==> config.mk <==
export PLATFORM = sky130hd
export DESIGN_NAME = soft_timer_scan_engine
export DESIGN_NICKNAME = d
export VERILOG_FILES = /design/src/rtl/sts_pkg.sv /design/src/rtl/sts_ram.sv /design/src/rtl/soft_timer_scan_engine.sv
export SDC_FILE = /design/constraint.sdc
export NUM_CORES = 1
export LEC_CHECK = 0
export ABC_AREA = 0
export BUFFER_PORTS_ARGS = -buffer_cell sky130_fd_sc_hd__buf_2
export CAP_MARGIN = 0
export CORE_MARGIN = 1
export CORE_UTILIZATION = 50
export CTS_CLUSTER_SIZE = 28
export DETAILED_ROUTE_END_ITERATION = 12
export PLACE_DENSITY_LB_ADDON = 0.25
export SLEW_MARGIN = 20
export SYNTH_ARGS = -nofsm -noshare
export SYNTH_HDL_FRONTEND = slang
export SYNTH_HIERARCHICAL = 1
export SYNTH_SLANG_ARGS = --single-unit
==> constraint.sdc <==
create_clock -name clock -period 10.8 [get_ports clock]
set_input_delay 0.54 -clock clock [delete_from_list [all_inputs] [get_ports clock]]
set_output_delay 0.54 -clock clock [all_outputs]
set_load 0.02 [all_outputs]
==> src/rtl/sts_pkg.sv <==
package sts_pkg;

   localparam int NUM_TIMERS_DEF = 8;
   localparam int TIME_BITS_DEF  = 32;

   // field widths on the ports
   localparam int ID_W       = 3;
   localparam int VAL_W      = 32;
   localparam int REQ_DATA_W = 72;   // 3 + 32 + 32 + 1 = 68, padded to bytes
   localparam int RSP_DATA_W = 40;   // 3 + 32 = 35, padded to bytes

   typedef enum logic [1:0] {
      MODE_ADVANCE = 2'd0,
      MODE_SCAN    = 2'd1,
      MODE_ARM     = 2'd2,
      MODE_CANCEL  = 2'd3
   } mode_type;

   localparam logic KIND_EXPIRE = 1'b0;
   localparam logic KIND_CANCEL = 1'b1;

endpackage

==> src/rtl/sts_ram.sv <==
module sts_ram #(
   parameter int WIDTH = 32,
   parameter int DEPTH = 8,
   localparam int ADDR_W = (DEPTH > 1) ? $clog2(DEPTH) : 1
) (
   input  logic              clock,
   input  logic              wr_en,
   input  logic [ADDR_W-1:0] wr_addr,
   input  logic [WIDTH-1:0]  wr_data,
   input  logic [ADDR_W-1:0] rd_addr,
   output logic [WIDTH-1:0]  rd_data
);

   logic [WIDTH-1:0] mem_ff [DEPTH];
   logic [WIDTH-1:0] rd_data_ff;

   always_ff @(posedge clock) begin
      if (wr_en) begin
         mem_ff[wr_addr] <= wr_data;
      end
      rd_data_ff <= mem_ff[rd_addr];
   end

   assign rd_data = rd_data_ff;

endmodule

==> src/rtl/soft_timer_scan_engine.sv <==
// Channel  Dir  Ports                         Contents
// req      in   req_tvalid/tready/tdata/tuser  one request: advance, scan, arm, cancel
// rsp      out  rsp_tvalid/tready/tdata/tuser  one timer event of a scan
//                 /tlast                       (tlast marks the final event)
//
// Advance, arm and cancel are done in the idle state. A scan that runs
// walks every slot through the deadline/interval RAMs (one slot per cycle),
// then hands out its events, one slot visited per cycle while rsp is
// not stalled.
// req_tready is high only while no scan is walking or emitting; events wait in an output register.
// Synchronous reset clears time, cached deadline and all timer flags.
module soft_timer_scan_engine import sts_pkg::*; #(
   parameter int NUM_TIMERS = NUM_TIMERS_DEF,
   parameter int TIME_BITS  = TIME_BITS_DEF
) (
   input  logic                  clock,
   input  logic                  reset,
   input  logic                  req_tvalid,
   output logic                  req_tready,
   // [2:0] timer_id, [34:3] amount, [66:35] period, [67] repeat_req, rest zero
   input  logic [REQ_DATA_W-1:0] req_tdata,
   // [1:0] mode
   input  logic [1:0]            req_tuser,
   output logic                  rsp_tvalid,
   input  logic                  rsp_tready,
   // [2:0] event_timer, [34:3] next_deadline, rest zero
   output logic [RSP_DATA_W-1:0] rsp_tdata,
   // [0] event_kind
   output logic [0:0]            rsp_tuser,
   output logic                  rsp_tlast
);

   localparam int IDX_W = (NUM_TIMERS > 1) ? $clog2(NUM_TIMERS) : 1;
   localparam logic [IDX_W-1:0] LAST_IDX = IDX_W'(NUM_TIMERS - 1);

   typedef enum logic [1:0] {ST_IDLE, ST_WALK, ST_EMIT} state_type;

   state_type                state_ff, state_in;
   logic [TIME_BITS-1:0]     time_ff, time_in;
   logic [TIME_BITS-1:0]     soonest_ff, soonest_in;
   logic [NUM_TIMERS-1:0]    active_ff, active_in;
   logic [NUM_TIMERS-1:0]    periodic_ff, periodic_in;
   logic [NUM_TIMERS-1:0]    cancel_ff, cancel_in;
   logic [NUM_TIMERS-1:0]    ev_ff, ev_in;
   logic [NUM_TIMERS-1:0]    kind_ff, kind_in;
   logic [IDX_W-1:0]         idx_ff, idx_in;
   logic                     any_exp_ff, any_exp_in;
   logic [TIME_BITS-1:0]     fold0_ff, fold0_in;
   logic [TIME_BITS-1:0]     folds_ff, folds_in;
   logic                     rsp_valid_ff, rsp_valid_in;
   logic [RSP_DATA_W-1:0]    rsp_data_ff, rsp_data_in;
   logic                     rsp_kind_ff, rsp_kind_in;
   logic                     rsp_last_ff, rsp_last_in;

   // request fields
   mode_type                 req_mode;
   logic [ID_W-1:0]          req_timer_id;
   logic [VAL_W-1:0]         req_amount;
   logic [VAL_W-1:0]         req_period;
   logic                     req_repeat;

   logic                     req_fire;
   logic                     id_ok;
   logic                     scan_go;
   logic                     out_free;
   logic [NUM_TIMERS-1:0]    cur_bit;
   logic [IDX_W-1:0]         idx_next;

   // RAM ports
   logic                     dl_we, iv_we;
   logic [IDX_W-1:0]         dl_wa, iv_wa, rd_addr;
   logic [TIME_BITS-1:0]     dl_wd, iv_wd, dl_rd, iv_rd;

   // walk datapath
   logic                     fin_act;
   logic [TIME_BITS-1:0]     fin_dl;
   logic [TIME_BITS-1:0]     reload;
   logic                     exp_hit;

   assign req_mode     = mode_type'(req_tuser);
   assign req_timer_id = req_tdata[2:0];
   assign req_amount   = req_tdata[34:3];
   assign req_period   = req_tdata[66:35];
   assign req_repeat   = req_tdata[67];

   assign req_tready = (state_ff == ST_IDLE);
   assign req_fire   = req_tvalid && req_tready;
   assign id_ok      = (6'(req_timer_id) < 6'(NUM_TIMERS));
   assign scan_go    = (active_ff != '0) &&
                       ((soonest_ff == '0) || (time_ff >= soonest_ff));
   assign out_free   = !rsp_valid_ff || rsp_tready;
   assign idx_next   = (idx_ff == LAST_IDX) ? '0 : IDX_W'(idx_ff + 1'b1);
   assign reload     = time_ff + iv_rd;

   always_comb begin
      cur_bit         = '0;
      cur_bit[idx_ff] = 1'b1;
   end

   // read one slot ahead of the one being processed
   assign rd_addr = (state_ff == ST_IDLE) ? '0 : idx_next;

   sts_ram #(.WIDTH(TIME_BITS), .DEPTH(NUM_TIMERS)) u_deadline_ram (
      .clock   (clock),
      .wr_en   (dl_we),
      .wr_addr (dl_wa),
      .wr_data (dl_wd),
      .rd_addr (rd_addr),
      .rd_data (dl_rd)
   );

   sts_ram #(.WIDTH(TIME_BITS), .DEPTH(NUM_TIMERS)) u_interval_ram (
      .clock   (clock),
      .wr_en   (iv_we),
      .wr_addr (iv_wa),
      .wr_data (iv_wd),
      .rd_addr (rd_addr),
      .rd_data (iv_rd)
   );

   // per-slot decision for the slot whose RAM data is on dl_rd/iv_rd
   always_comb begin
      fin_act = active_ff[idx_ff];
      fin_dl  = dl_rd;
      exp_hit = 1'b0;
      if (active_ff[idx_ff] && !cancel_ff[idx_ff] && (dl_rd <= time_ff)) begin
         exp_hit = 1'b1;
         if (periodic_ff[idx_ff]) begin
            fin_dl = reload;
         end else begin
            fin_act = 1'b0;
         end
      end else if (active_ff[idx_ff] && cancel_ff[idx_ff]) begin
         fin_act = 1'b0;
      end
   end

   always_comb begin
      state_in     = state_ff;
      time_in      = time_ff;
      soonest_in   = soonest_ff;
      active_in    = active_ff;
      periodic_in  = periodic_ff;
      cancel_in    = cancel_ff;
      ev_in        = ev_ff;
      kind_in      = kind_ff;
      idx_in       = idx_ff;
      any_exp_in   = any_exp_ff;
      fold0_in     = fold0_ff;
      folds_in     = folds_ff;
      rsp_valid_in = rsp_valid_ff && !rsp_tready;
      rsp_data_in  = rsp_data_ff;
      rsp_kind_in  = rsp_kind_ff;
      rsp_last_in  = rsp_last_ff;
      dl_we        = 1'b0;
      dl_wa        = idx_ff;
      dl_wd        = reload;
      iv_we        = 1'b0;
      iv_wa        = IDX_W'(req_timer_id);
      iv_wd        = TIME_BITS'(req_period);

      unique case (state_ff)
         ST_IDLE: begin
            if (req_fire) begin
               unique case (req_mode)
                  MODE_ADVANCE: begin
                     time_in = time_ff + TIME_BITS'(req_amount);
                  end
                  MODE_ARM: begin
                     if (id_ok) begin
                        dl_we      = 1'b1;
                        dl_wa      = IDX_W'(req_timer_id);
                        dl_wd      = time_ff + TIME_BITS'(req_amount);
                        iv_we      = 1'b1;
                        soonest_in = '0;
                        active_in[IDX_W'(req_timer_id)]   = 1'b1;
                        cancel_in[IDX_W'(req_timer_id)]   = 1'b0;
                        periodic_in[IDX_W'(req_timer_id)] = req_repeat;
                     end
                  end
                  MODE_CANCEL: begin
                     if (id_ok) begin
                        cancel_in[IDX_W'(req_timer_id)] = 1'b1;
                     end
                  end
                  MODE_SCAN: begin
                     if (scan_go) begin
                        state_in   = ST_WALK;
                        idx_in     = '0;
                        ev_in      = '0;
                        kind_in    = '0;
                        any_exp_in = 1'b0;
                        fold0_in   = '0;
                        folds_in   = soonest_ff;
                     end
                  end
                  default: ;
               endcase
            end
         end

         ST_WALK: begin
            if (active_ff[idx_ff] && cancel_ff[idx_ff]) begin
               ev_in   = ev_ff | cur_bit;
               kind_in = kind_ff | cur_bit;
               cancel_in[idx_ff] = 1'b0;
            end else if (exp_hit) begin
               ev_in      = ev_ff | cur_bit;
               any_exp_in = 1'b1;
               dl_we      = periodic_ff[idx_ff];
            end
            active_in[idx_ff] = fin_act;
            // running earliest deadline, from an empty (zero) start and from the cache
            if (fin_act && ((fold0_ff == '0) || (fold0_ff > fin_dl))) begin
               fold0_in = fin_dl;
            end
            if (fin_act && ((folds_ff == '0) || (folds_ff > fin_dl))) begin
               folds_in = fin_dl;
            end
            idx_in = idx_next;
            if (idx_ff == LAST_IDX) begin
               soonest_in = (any_exp_ff || exp_hit) ? fold0_in : folds_in;
               state_in   = (ev_in != '0) ? ST_EMIT : ST_IDLE;
            end
         end

         ST_EMIT: begin
            if (ev_ff[idx_ff]) begin
               if (out_free) begin
                  rsp_valid_in = 1'b1;
                  rsp_data_in  = {(RSP_DATA_W - ID_W - VAL_W)'(0),
                                  VAL_W'(soonest_ff), ID_W'(idx_ff)};
                  rsp_kind_in  = kind_ff[idx_ff];
                  rsp_last_in  = ((ev_ff & ~cur_bit) == '0);
                  ev_in        = ev_ff & ~cur_bit;
                  idx_in       = idx_next;
                  if ((ev_ff & ~cur_bit) == '0) begin
                     state_in = ST_IDLE;
                  end
               end
            end else begin
               idx_in = idx_next;
            end
         end

         default: begin
            state_in = ST_IDLE;
         end
      endcase
   end

   always_ff @(posedge clock) begin
      if (reset) begin
         state_ff     <= ST_IDLE;
         time_ff      <= '0;
         soonest_ff   <= '0;
         active_ff    <= '0;
         periodic_ff  <= '0;
         cancel_ff    <= '0;
         ev_ff        <= '0;
         kind_ff      <= '0;
         idx_ff       <= '0;
         any_exp_ff   <= 1'b0;
         rsp_valid_ff <= 1'b0;
      end else begin
         state_ff     <= state_in;
         time_ff      <= time_in;
         soonest_ff   <= soonest_in;
         active_ff    <= active_in;
         periodic_ff  <= periodic_in;
         cancel_ff    <= cancel_in;
         ev_ff        <= ev_in;
         kind_ff      <= kind_in;
         idx_ff       <= idx_in;
         any_exp_ff   <= any_exp_in;
         rsp_valid_ff <= rsp_valid_in;
      end
      fold0_ff    <= fold0_in;
      folds_ff    <= folds_in;
      rsp_data_ff <= rsp_data_in;
      rsp_kind_ff <= rsp_kind_in;
      rsp_last_ff <= rsp_last_in;
   end

   assign rsp_tvalid   = rsp_valid_ff;
   assign rsp_tdata    = rsp_data_ff;
   assign rsp_tuser[0] = rsp_kind_ff;
   assign rsp_tlast    = rsp_last_ff;

endmodule
### After elaboration in Yosys (flattened, before gate mapping)

Memory sizes are Yosys's and may differ from the RTL's. A register that Yosys moved wholly into a read port is not among the register bits.
Cells that the tools add are included.

| storage, ports and cells | value |
|---|---|
| flip-flop bits (word level) | 212 |
| bits in writable memories | 512 |
| input port bits | 78 |
| output and inout bits | 44 |
| word-level logic and storage cells | 194 |
| memories kept | 2 |

| cells by class | value |
|---|---|
| add/sub/neg operators | 3 |
| $lt $le $gt $ge | 8 |
| eq/ne operators | 19 |
| multiplexer cells | 97 |
| bitwise operators | 9 |
| reduce and logical (&&, ||, !) cells | 40 |

Memories:

| memory | words | width | rd ports | clocked after Yosys merged registers in | wr ports | RTL line | source |
|---|---|---|---|---|---|---|---|
| u_deadline_ram.mem_ff | 8 | 32 | 1 | 1 | 1 | sts_ram.sv:14 | `logic [WIDTH-1:0] mem_ff [DEPTH];` |
| u_interval_ram.mem_ff | 8 | 32 | 1 | 1 | 1 | sts_ram.sv:14 |  |

Operators with widths:

| operator | number |
|---|---|
| 32-bit two-way mux | 17 |
| 32-bit case mux with 2 select lines | 3 |
| 8-bit two-way mux | 13 |
| 32-bit logical NOT | 3 |
| 32-bit adder | 2 |
| 32-bit > comparator | 2 |
| 8-bit case mux with 2 select lines | 4 |
| 32-bit >= comparator | 1 |
| 32-bit <= comparator | 1 |
| 8-bit bitwise OR | 4 |
| 3-bit two-way mux | 10 |
| 1-bit two-way mux | 28 |
| 8-bit bitwise AND | 3 |
| 8-bit case mux with 3 select lines | 1 |
| 8-bit bitwise mux | 2 |
| 2-bit two-way mux | 8 |
| 8-bit NOT | 2 |
| 8-bit nonzero test | 2 |
| 1-bit binary-select mux with 3-bit select | 5 |
| 2-bit != test (second input constant) | 7 |
| 3-bit AND reduction | 4 |
| 4-bit AND reduction | 3 |
| 6-bit AND reduction | 2 |
| 1-bit logical AND | 10 |
| 21 further kinds | 39 |

### Longest topological paths before layout

Gate-level depths: netlist of the first run.

| depth | value |
|---|---|
| depth in word-level cells | 13 |
| mapped depth | 26 |

### Modules after synthesis

Netlist of the first run, hierarchy kept.

Modules (own cells, without submodules):

| module | times used | cells an instance | area each (µm²) |
|---|---|---|---|
| sts_ram | 2 | 415 | 10,466.3 |
| soft_timer_scan_engine | 1 | 1,941 | 16,608.4 |

### Worst setup path before layout of the first run

No wires, ideal clock.

| timing path | value |
|---|---|
| path type | flip-flop to flip-flop |
| from | reg time_ff[14] |
| to | reg folds_ff[30], data pin |
| library setup time | 260 ps |
| arrival time | 5,393 ps |
| path slack | 5,147 ps |
| stages on the path, launching flop included | 24 |
| cell sequence | dfxtp_1 inv_1 ha_1 a21oi_1 nand2_1 a221o_1 o31a_1 nor3_2 clkbuf_1 buf_2 mux2_2 inv_1 ha_1 nand2_1 nor4_1 nand2_1 or3_1 nor3_1 o21a_1 nor3_1 nand2_2 buf_6 mux2_1 mux2_2 |

| on the way | value |
|---|---|
| cells in the longest elaborated chain, start to end | 8 |
| elaborated cells between the ends (all ways) | 11 |
| classes of those cells | add/sub (1); order compare (2); mux (5); reduce/logical (3) |

RTL lines:

| item | RTL line | source |
|---|---|---|
| start, declared | soft_timer_scan_engine.sv:39 | `logic [TIME_BITS-1:0] time_ff, time_in;` |
| start signal, assigned | soft_timer_scan_engine.sv:267 | `time_ff <= time_in;` |
| 32-bit adder or 32-bit <= comparator (tied branches) | soft_timer_scan_engine.sv:93, soft_timer_scan_engine.sv:126 |  |
| 32-bit two-way mux or 1-bit logical AND (tied branches) | soft_timer_scan_engine.sv:128, soft_timer_scan_engine.sv:126 |  |
| 32-bit two-way mux | soft_timer_scan_engine.sv:126 | `if (active_ff[idx_ff] && !cancel_ff[idx_ff] && (dl_rd <= time_ff)) begin` |
| 32-bit > comparator | soft_timer_scan_engine.sv:217 | `if (fin_act && ((folds_ff == '0) \|\| (folds_ff > fin_dl))) begin` |
| 1-bit logical OR | soft_timer_scan_engine.sv:217 |  |
| 1-bit logical AND | soft_timer_scan_engine.sv:217 |  |
| 32-bit two-way mux * | soft_timer_scan_engine.sv:217 |  |
| 32-bit case mux with 2 select lines * | soft_timer_scan_engine.sv:162 | `unique case (state_ff)` |
| net folds_in[30] | soft_timer_scan_engine.sv:49 | `logic [TIME_BITS-1:0] folds_ff, folds_in;` |
| end signal, assigned | soft_timer_scan_engine.sv:279 | `folds_ff <= folds_in;` |
| end, declared | soft_timer_scan_engine.sv:49 |  |

Mark *: on every way through the listed nets, which the timed path passes. The rest lies on a longest branch.
A chain may end at the register's enable or synchronous reset.

### Worst setup path in the final report of the first run

| timing path | value |
|---|---|
| from | reg time_ff[0] |
| to | reg folds_ff[17], data pin |

The elaborated chain is that of the path after synthesis.

==> metrics.md, run 1 <==
| Metric | Value |
|---|---|
| Status | `finished, final reports clean` |
| R2r setup slk | `3.06 ns` |
| Yosys top cell by area | `edfxtp_1` |
| Post-DP Area | `around 0.039 mm^2` |
| Sequential Power Share | `between 40 and 50%` |
| WHS Endpoint | `u_interval_ram/mem_ff[6][12]` |
| Routed Antenna Nets | `0` |
| Final Util | `between 50 and 60%` |
| Largest net degree at the start of global routing | `around 130` |
| Clock latency on the worst-skew pair | `~0.65 ns` |
| Yosys top cell area share | `49.0%` |
| Hold WC Path Type | `in2reg` |
| Final Hold Fails | `0` |
| Startpoint of the worst hold path | `req_tdata[47]` |
| Crit end category | `flop` |
| First-pass GRT wire length | `~150000 um` |
| Relative slew slack | `28.3%` |
| Initial drt markers | `2014` |
| Clock share of power | `34.1%` |
| Dominant cells by area after synthesis | `edfxtp_1 49%, dfxtp_1 9.3%, ha_1 6.5%` |
| Final wirelength | `97300 um` |
| Rows | `100` |
| Netlist cell types | `between 80 and 90` |
| Crit-path max FO | `30` |
| Hold slack final | `~0.15 ns` |
| Htree depth | `3` |
| Layout Skew | `about 0.034 ns` |
| Worst-path clk slew | `about 0.060 ns` |
| Via density | `6.11` |
| Final Max Tran Viols | `0` |
| Post-synth EDFFs | `613` |
| Commonest non-fill, non-tap cells in the layout | `613 x edfxtp_1, 234 x nand2_1, 193 x ha_1` |
| Post-CTS Setup Inserts | `0` |
| Die W | `around 280 um` |
| Filler instances | `5977` |
| Net Sw Frac | `29.6%` |
| Layout cell share with drive strength beyond 1 | `16.3%` |
| Cells after Synth | `approximately 2800` |
| Ys Warns | `6` |
| Async S/R FF share, synth | `0%` |
| Switching power total | `2.52 mW` |
| Yosys reg bits | `a little under 800` |
| Die Y-Extent | `276 um` |
| Slowest cell on crit path | `o31ai_1` |
| Max Fclk | `0.129 GHz` |
| Initial antenna violation count | `4` |
| CTS tree | `done` |
| Routed vias | `around 24000` |
| Vias in the first global route | `23910` |
| PostCTS Resize Cnt | `0` |
| Core area | `0.0743 mm^2` |
| Starting density of the core | `50.5%` |
| Top_reg_cell synth | `edfxtp_1` |
| Tot GR Track Use | `about 25%` |
| Slowest Stage Delay on Critical Path | `0.74 ns` |
| PwrDens | `~200 mW/mm^2` |
| Max Buffers Root-to-Sink | `3` |
| Num Clock Sinks | `between 700 and 800` |
| Worst-margin pin slew | `1.07 ns` |
| DP HPWL | `roughly 67000 um` |
| Cell Area, Synth | `0.0375 mm^2` |
| Fin area | `0.0420 mm^2` |
| Syn Area/Cell | `between 10 and 15 um^2` |
| Layout Nets | `roughly 3200` |
| Drt first pass iters | `7` |
| Crit path DAT | `8.08 ns` |
| CTS buffer count | `84` |
| Port Buffers | `112` |
| Combinational cell fraction of total power | `21.3%` |
| Wire per inst | `24.7 um` |
| IO Count | `122` |
| Hold-fix buffers at CTS | `0` |
| Register area share after synthesis | `between 50% and 60%` |
| Root Buffer Master | `clkbuf_16` |
| Max VDD drop | `0.000165 V` |
| Number of max-cap violations | `0` |
| Tmin final | `7.74 ns` |
| Required time worst endpoint | `11.15 ns` |
| Depth of the worst hold-timing path | `1` |
| CP Class | `reg2reg` |
| Final worst path period share | `a little over 70%` |
| Area grow syn2layout | `11.9%` |
| Setup TNS Final | `0 ns` |
| Setup violators final | `0` |
| DRC errors left | `0` |
| Die area | `approximately 0.076 mm^2` |
| Commonest non-fill, non-tap cell in the layout | `edfxtp_1` |
| Cell Chain, Critical Path | `ha_1, fa_1, a21oi_1, o21ba_2, a31oi_1, a41oi_1, o31ai_1, a31oi_1, a31oi_1, xor2_1, mux2i_1, ha_1, nand2_1, nor4_1, nand2_1, or3_1, nor3_1, o21a_1, nor3_1, nand2_2, buf_4, mux2_2, nand2_1, o21ai_0` |
| Grt total ovfl | `0` |
| FF-to-FF path depth | `24` |
| Routability cong. | `0.950` |
| Reg-to-reg critical path startpoint | `time_ff[0]` |
| Crit start category | `flop` |
| Worst R2R End | `folds_ff[17]` |
| P_int | `5.99 mW` |
| Leakage power | `14.8 nW` |
| Unrepaired setup endpoints after global routing | `false` |
## how the worst max path moves through the flow
stage | start | endpoint | slack (ns) | cells after the start
floorplan | time_ff[14] | folds_ff[30] | 5.15 | 23
global route | time_ff[0] | folds_ff[17] | 2.57 | 24
CTS | time_ff[0] | soonest_ff[14] | 3.17 | 23
detailed placement | time_ff[0] | soonest_ff[14] | 3.20 | 23
finish | time_ff[0] | folds_ff[17] | 3.06 | 24
global placement | time_ff[0] | soonest_ff[14] | 3.27 | 23
## kinds of logic (layout without fill, tap and decap cells)
group	Yosys count	after routing	synth area share, %
AOI/OAI and AO/OA	537	537	9.37
and+or+nand+nor	665	665	8.30
muxes	285	285	13.0
DFF	788	788	58.4
buffers and inverters	243	435	2.99
other	1	7	0.00999
xor gates and xnor gates	55	55	1.32
adders and majority gates	197	197	6.60
## power groups by stage
stage	Sequential, mW	Clock (mW)	Combinational, mW
after CTS	3.80	2.95	1.81
after global placement	3.85	0	1.74
final	3.80	2.90	1.82
after floorplan	3.75	0	1.35
after global routing	3.81	3.06	1.99
after detailed placement	3.86	0	1.80
## metal layers
layer  vias up  wire [um]  track usage (%)
met5         -         13                0
met3       205       4810             3.50
met1     12094      40700             33.0
li1      10983          -                -
met2       767      47800             43.2
met4         2       4030             10.6
## per-stage QoR
stage / power, mW / worst slack, ns / instances
after floorplan: 5.10 / 5.15 / 2775
after global placement: 5.60 / 3.27 / 3778
after detailed placement: 5.65 / 3.20 / 3778
after CTS: 8.56 / 3.17 / 3936
after global routing: 8.86 / 2.57 / 3936
final: 8.51 / 3.06 / 3938
## state kept, by name, summed over array words and instances (netlist names), 2 cells and up, named ones only
name,cells
soonest_ff,32
state_ff,2
u_interval_ram/rd_data,32
u_interval_ram/mem_ff,256
u_deadline_ram/rd_data,32
rsp_tdata,35
time_ff,32
kind_ff,8
active_ff,8
fold0_ff,32
ev_ff,8
idx_ff,3
periodic_ff,8
u_deadline_ram/mem_ff,256
folds_ff,32
## area by class of cell
| type | instances | area (um^2) | share of cell area [%] |
|---|---|---|---|
| flip-flops and latches | 788 | 21900 | 52.2 |
| multi-input cells | 1744 | 14700 | 35.0 |
| clock buffers | 116 | 2350 | 5.60 |
| well taps | 969 | 1210 | 2.89 |
| repair buffers | 154 | 888 | 2.12 |
| clock inverters | 42 | 474 | 1.13 |
| inverters | 123 | 462 | 1.10 |
| diodes | 2 | 5.00 | 0.0119 |
## critical path: cells and delay by family, from the launching register on
kind | cells | cell delay (ns)
fa+ha+maj | 3 | 0.86
flops | 1 | 0.42
buf+inv | 1 | 0.44
mux | 2 | 0.71
simple gates | 8 | 2.19
compound gates | 9 | 2.48
xor+xnor | 1 | 0.30
## synth_stat cells (all sizes together) (33+ instances only)
library cell,count
xnor2,35
nand4,34
a21oi,182
ha,194
nand2,236
mux2,94
edfxtp,613
inv,121
dfxtp,175
nor4,35
a211oi,33
nor2,172
nand3,41
o21ai,106
clkbuf,62
a21o,53
mux2i,61
mux4,130
buf,58
No activity file was read; power rests on OpenSTA's default activity.
==> run 2, diff against run 1 <==
ABC_AREA = 1   (was 0)
clock period = 7.53 ns   (was 10.8 ns; I/O delays follow)
==> metrics.md, run 2 <==
| Metric | Value |
|---|---|
| Status | `finished, final reports clean` |
| Via density | `5.28` |
| Crit-path max FO | `17` |
| Area grow syn2layout | `11.7%` |
| Post-route setup slack | `~1.4 ns` |
| Filler instances | `between 6000 and 7000` |
| Final Hold Fails | `0` |
| PwrDens | `329 mW/mm^2` |
| Final worst path period share | `81.3%` |
| Most common cell in the netlist | `nand2_1` |
| CTS tree | `done` |
| Routed Antenna Nets | `0` |
| Dpl ws | `~1.6 ns` |
| Post-synth EDFFs | `613` |
| Yosys reg bits | `788` |
| Final wirelength | `108000 um` |
| Num Clock Sinks | `788` |
| Slowest Stage Delay on Critical Path | `0.53 ns` |
| Sequential cell area | `0.0219 mm^2` |
| Diode count | `0` |
| Area of the multi-input gates | `between 0.01 and 0.015 mm^2` |
| Unrepaired setup endpoints after global routing | `false` |
| Layout cell share with drive strength beyond 1 | `under 10%` |
| CP top delay family | `compound AO/OA/AOI/OAI gates` |
| Die Y-Extent | `~290 um` |
| IO Count | `around 120` |
| Top_reg_cell synth | `edfxtp_1` |
| Core area | `0.0804 mm^2` |
| Layout Nets | `a little over 5000` |
| Cells after Synth | `4678` |
| Number of max-cap violations | `0` |
| Wire per inst | `18.2 um` |
| CP Class | `reg2reg` |
| Post-CTS Setup Inserts | `0` |
| Max Buffers Root-to-Sink | `3` |
| Dominant cells by area after synthesis | `edfxtp_1 45%, nand2_1 13%, dfxtp_1 8.6%` |
| Final Util | `56.4%` |
| Synth top cells by count | `1385 x nand2_1, 822 x inv_1, 613 x edfxtp_1` |
| Register area share after synthesis | `53.9%` |
| Crit end category | `flop` |
| Tmin final | `6.12 ns` |
| Worst-path clk slew | `roughly 0.06 ns` |
| Hold WC Path Type | `in2reg` |
| First-pass GRT wire length | `165000 um` |
| DRC errors left | `0` |
| Hold-fix buffers at CTS | `31` |
| Layout Skew | `0.0595 ns` |
| Relative slew slack | `20.5%` |
| Yosys top cell area share | `45.3%` |
| Max VDD drop | `between 0.0002 and 0.00025 V` |
| Worst path bufs/invs | `2` |
| Ys Warns | `6` |
| Max Fclk | `0.163 GHz` |
| Commonest non-fill, non-tap cells in the layout | `1385 x nand2_1, 819 x inv_1, 613 x edfxtp_1` |
| Htree depth | `3` |
| Commonest non-fill, non-tap cell in the layout | `nand2_1` |
| Port Buffers | `roughly 110` |
| Worst-margin pin slew | `around 1.2 ns` |
| Starting density of the core | `approximately half` |
| Setup TNS Final | `0 ns` |
| Drt first pass iters | `6` |
| Vias in the first global route | `a little under 30000` |
| PostCTS Resize Cnt | `0` |
| Rows | `104` |
| Initial drt markers | `2813` |
| Netlist cell types | `53` |
| Async S/R FF share, synth | `0%` |
| Routed vias | `31184` |
| Required time worst endpoint | `between 7 and 8 ns` |
| Cell Area, Synth | `about 0.041 mm^2` |
| Routability cong. | `0.919` |
| Die area | `0.0824 mm^2` |
| Tot GR Track Use | `between 20% and 30%` |
| Clock latency on the worst-skew pair | `0.66 ns` |
| Leakage power | `20.5 nW` |
| Largest net degree at the start of global routing | `around 130` |
| Initial antenna violation count | `0` |
| Yosys top cell by area | `edfxtp_1` |
| Grt total ovfl | `0` |
| Crit path DAT | `6.57 ns` |
| Final Max Tran Viols | `0` |
| CP dominant cell by count | `nand2_1` |
| Setup violators final | `0` |
| CTS buffer count | `84` |
| Root Buffer Master | `clkbuf_16` |
| DP HPWL | `70500 um` |
| Crit start category | `flop` |
| Die W | `287 um` |
| Slowest cell on crit path | `a2111oi_0` |
| Syn Area/Cell | `between 8 and 9 um^2` |
## run 2: cell count changes in the layout (fill, tap and decap cells not counted), sizes merged, moves of 21 or more
cell,before,now
a21o,53,6
o21ai,106,191
dlygate4sd3,0,31
nand3,41,470
mux2,94,0
mux2i,61,9
nand2,236,1393
nor2b,27,0
inv,125,835
nand2b,21,0
a21oi,182,232
mux4,130,0
## run 2: stage by stage
stage	std cells	cell area [um^2]	hold slack, ns	power (mW)
floorplan	4682	40600	0.430	9.15
global placement	5717	42100	0.442	10.5
detailed placement	5718	42100	0.446	10.6
CTS	5907	45300	0.00957	14.9
global route	5908	45400	0.0305	15.8
finish	5908	45400	0.0482	14.9
## run 2: power breakdown
group          switching, mW  total, mW  internal (mW)
Sequential             0.310       5.76           5.45
Combinational           3.42       4.80           1.39
Clock                   1.76       4.36           2.59
Total                   5.49       14.9           9.43
## run 2: cell families (layout without fill, tap and decap cells)
group,Yosys count,after routing,synth area share [%]
AND/OR/NAND/NOR,2099,2099,21.5
XOR/XNOR,62,62,1.34
other,1,5,0.00923
adder cells (fa/ha/maj),196,196,6.07
AO/OA/AOI/OAI,501,501,6.67
flip-flops,788,788,53.9
buffers and inverters,1022,1188,10.3
multiplexers,9,9,0.222
## run 2: worst paths after layout
check / start / end / slack (ns) / cells past startpoint
max: time_ff[0] / soonest_ff[2] / 1.41 / 33
min: req_tdata[62] / u_interval_ram/mem_ff[6][27] / 0.05 / 1
max reg2reg: time_ff[0] / soonest_ff[2] / 1.41 / 33
min reg2reg: kind_ff[3] / kind_ff[3] / 0.47 / 2
## run 2: area by class of cell
class / count / area share (%)
Clock buffer: 121 / 5.23
Inverter: 838 / 6.94
Multi-Input combinational cell: 2872 / 32.5
Sequential cell: 788 / 48.3
Tap cell: 1060 / 2.92
Clock inverter: 37 / 1.29
Timing Repair Buffer: 192 / 2.85
## run 2: layer usage
| layer | wire length (um) | vias to the layer above | global-route usage [%] | share of wire, % |
|---|---|---|---|---|
| li1 | - | 15363 | - | - |
| met4 | 3580 | 0 | 10.1 | 3.3 |
| met1 | 46500 | 14490 | 36.0 | 43 |
| met3 | 7950 | 197 | 3.20 | 7.4 |
| met5 | 0 | - | 0 | 0 |
| met2 | 49700 | 1134 | 41.9 | 46 |
## run 2: worst reg2reg max path, delay by kind of cell (launching register included)
family | cells | cell delay (ns)
AO/OA/AOI/OAI | 10 | 2.22
buffers and inverters | 2 | 0.27
adder cells (fa/ha/maj) | 3 | 1.02
AND/OR/NAND/NOR | 17 | 1.79
XOR/XNOR | 1 | 0.29
flip-flops | 1 | 0.34
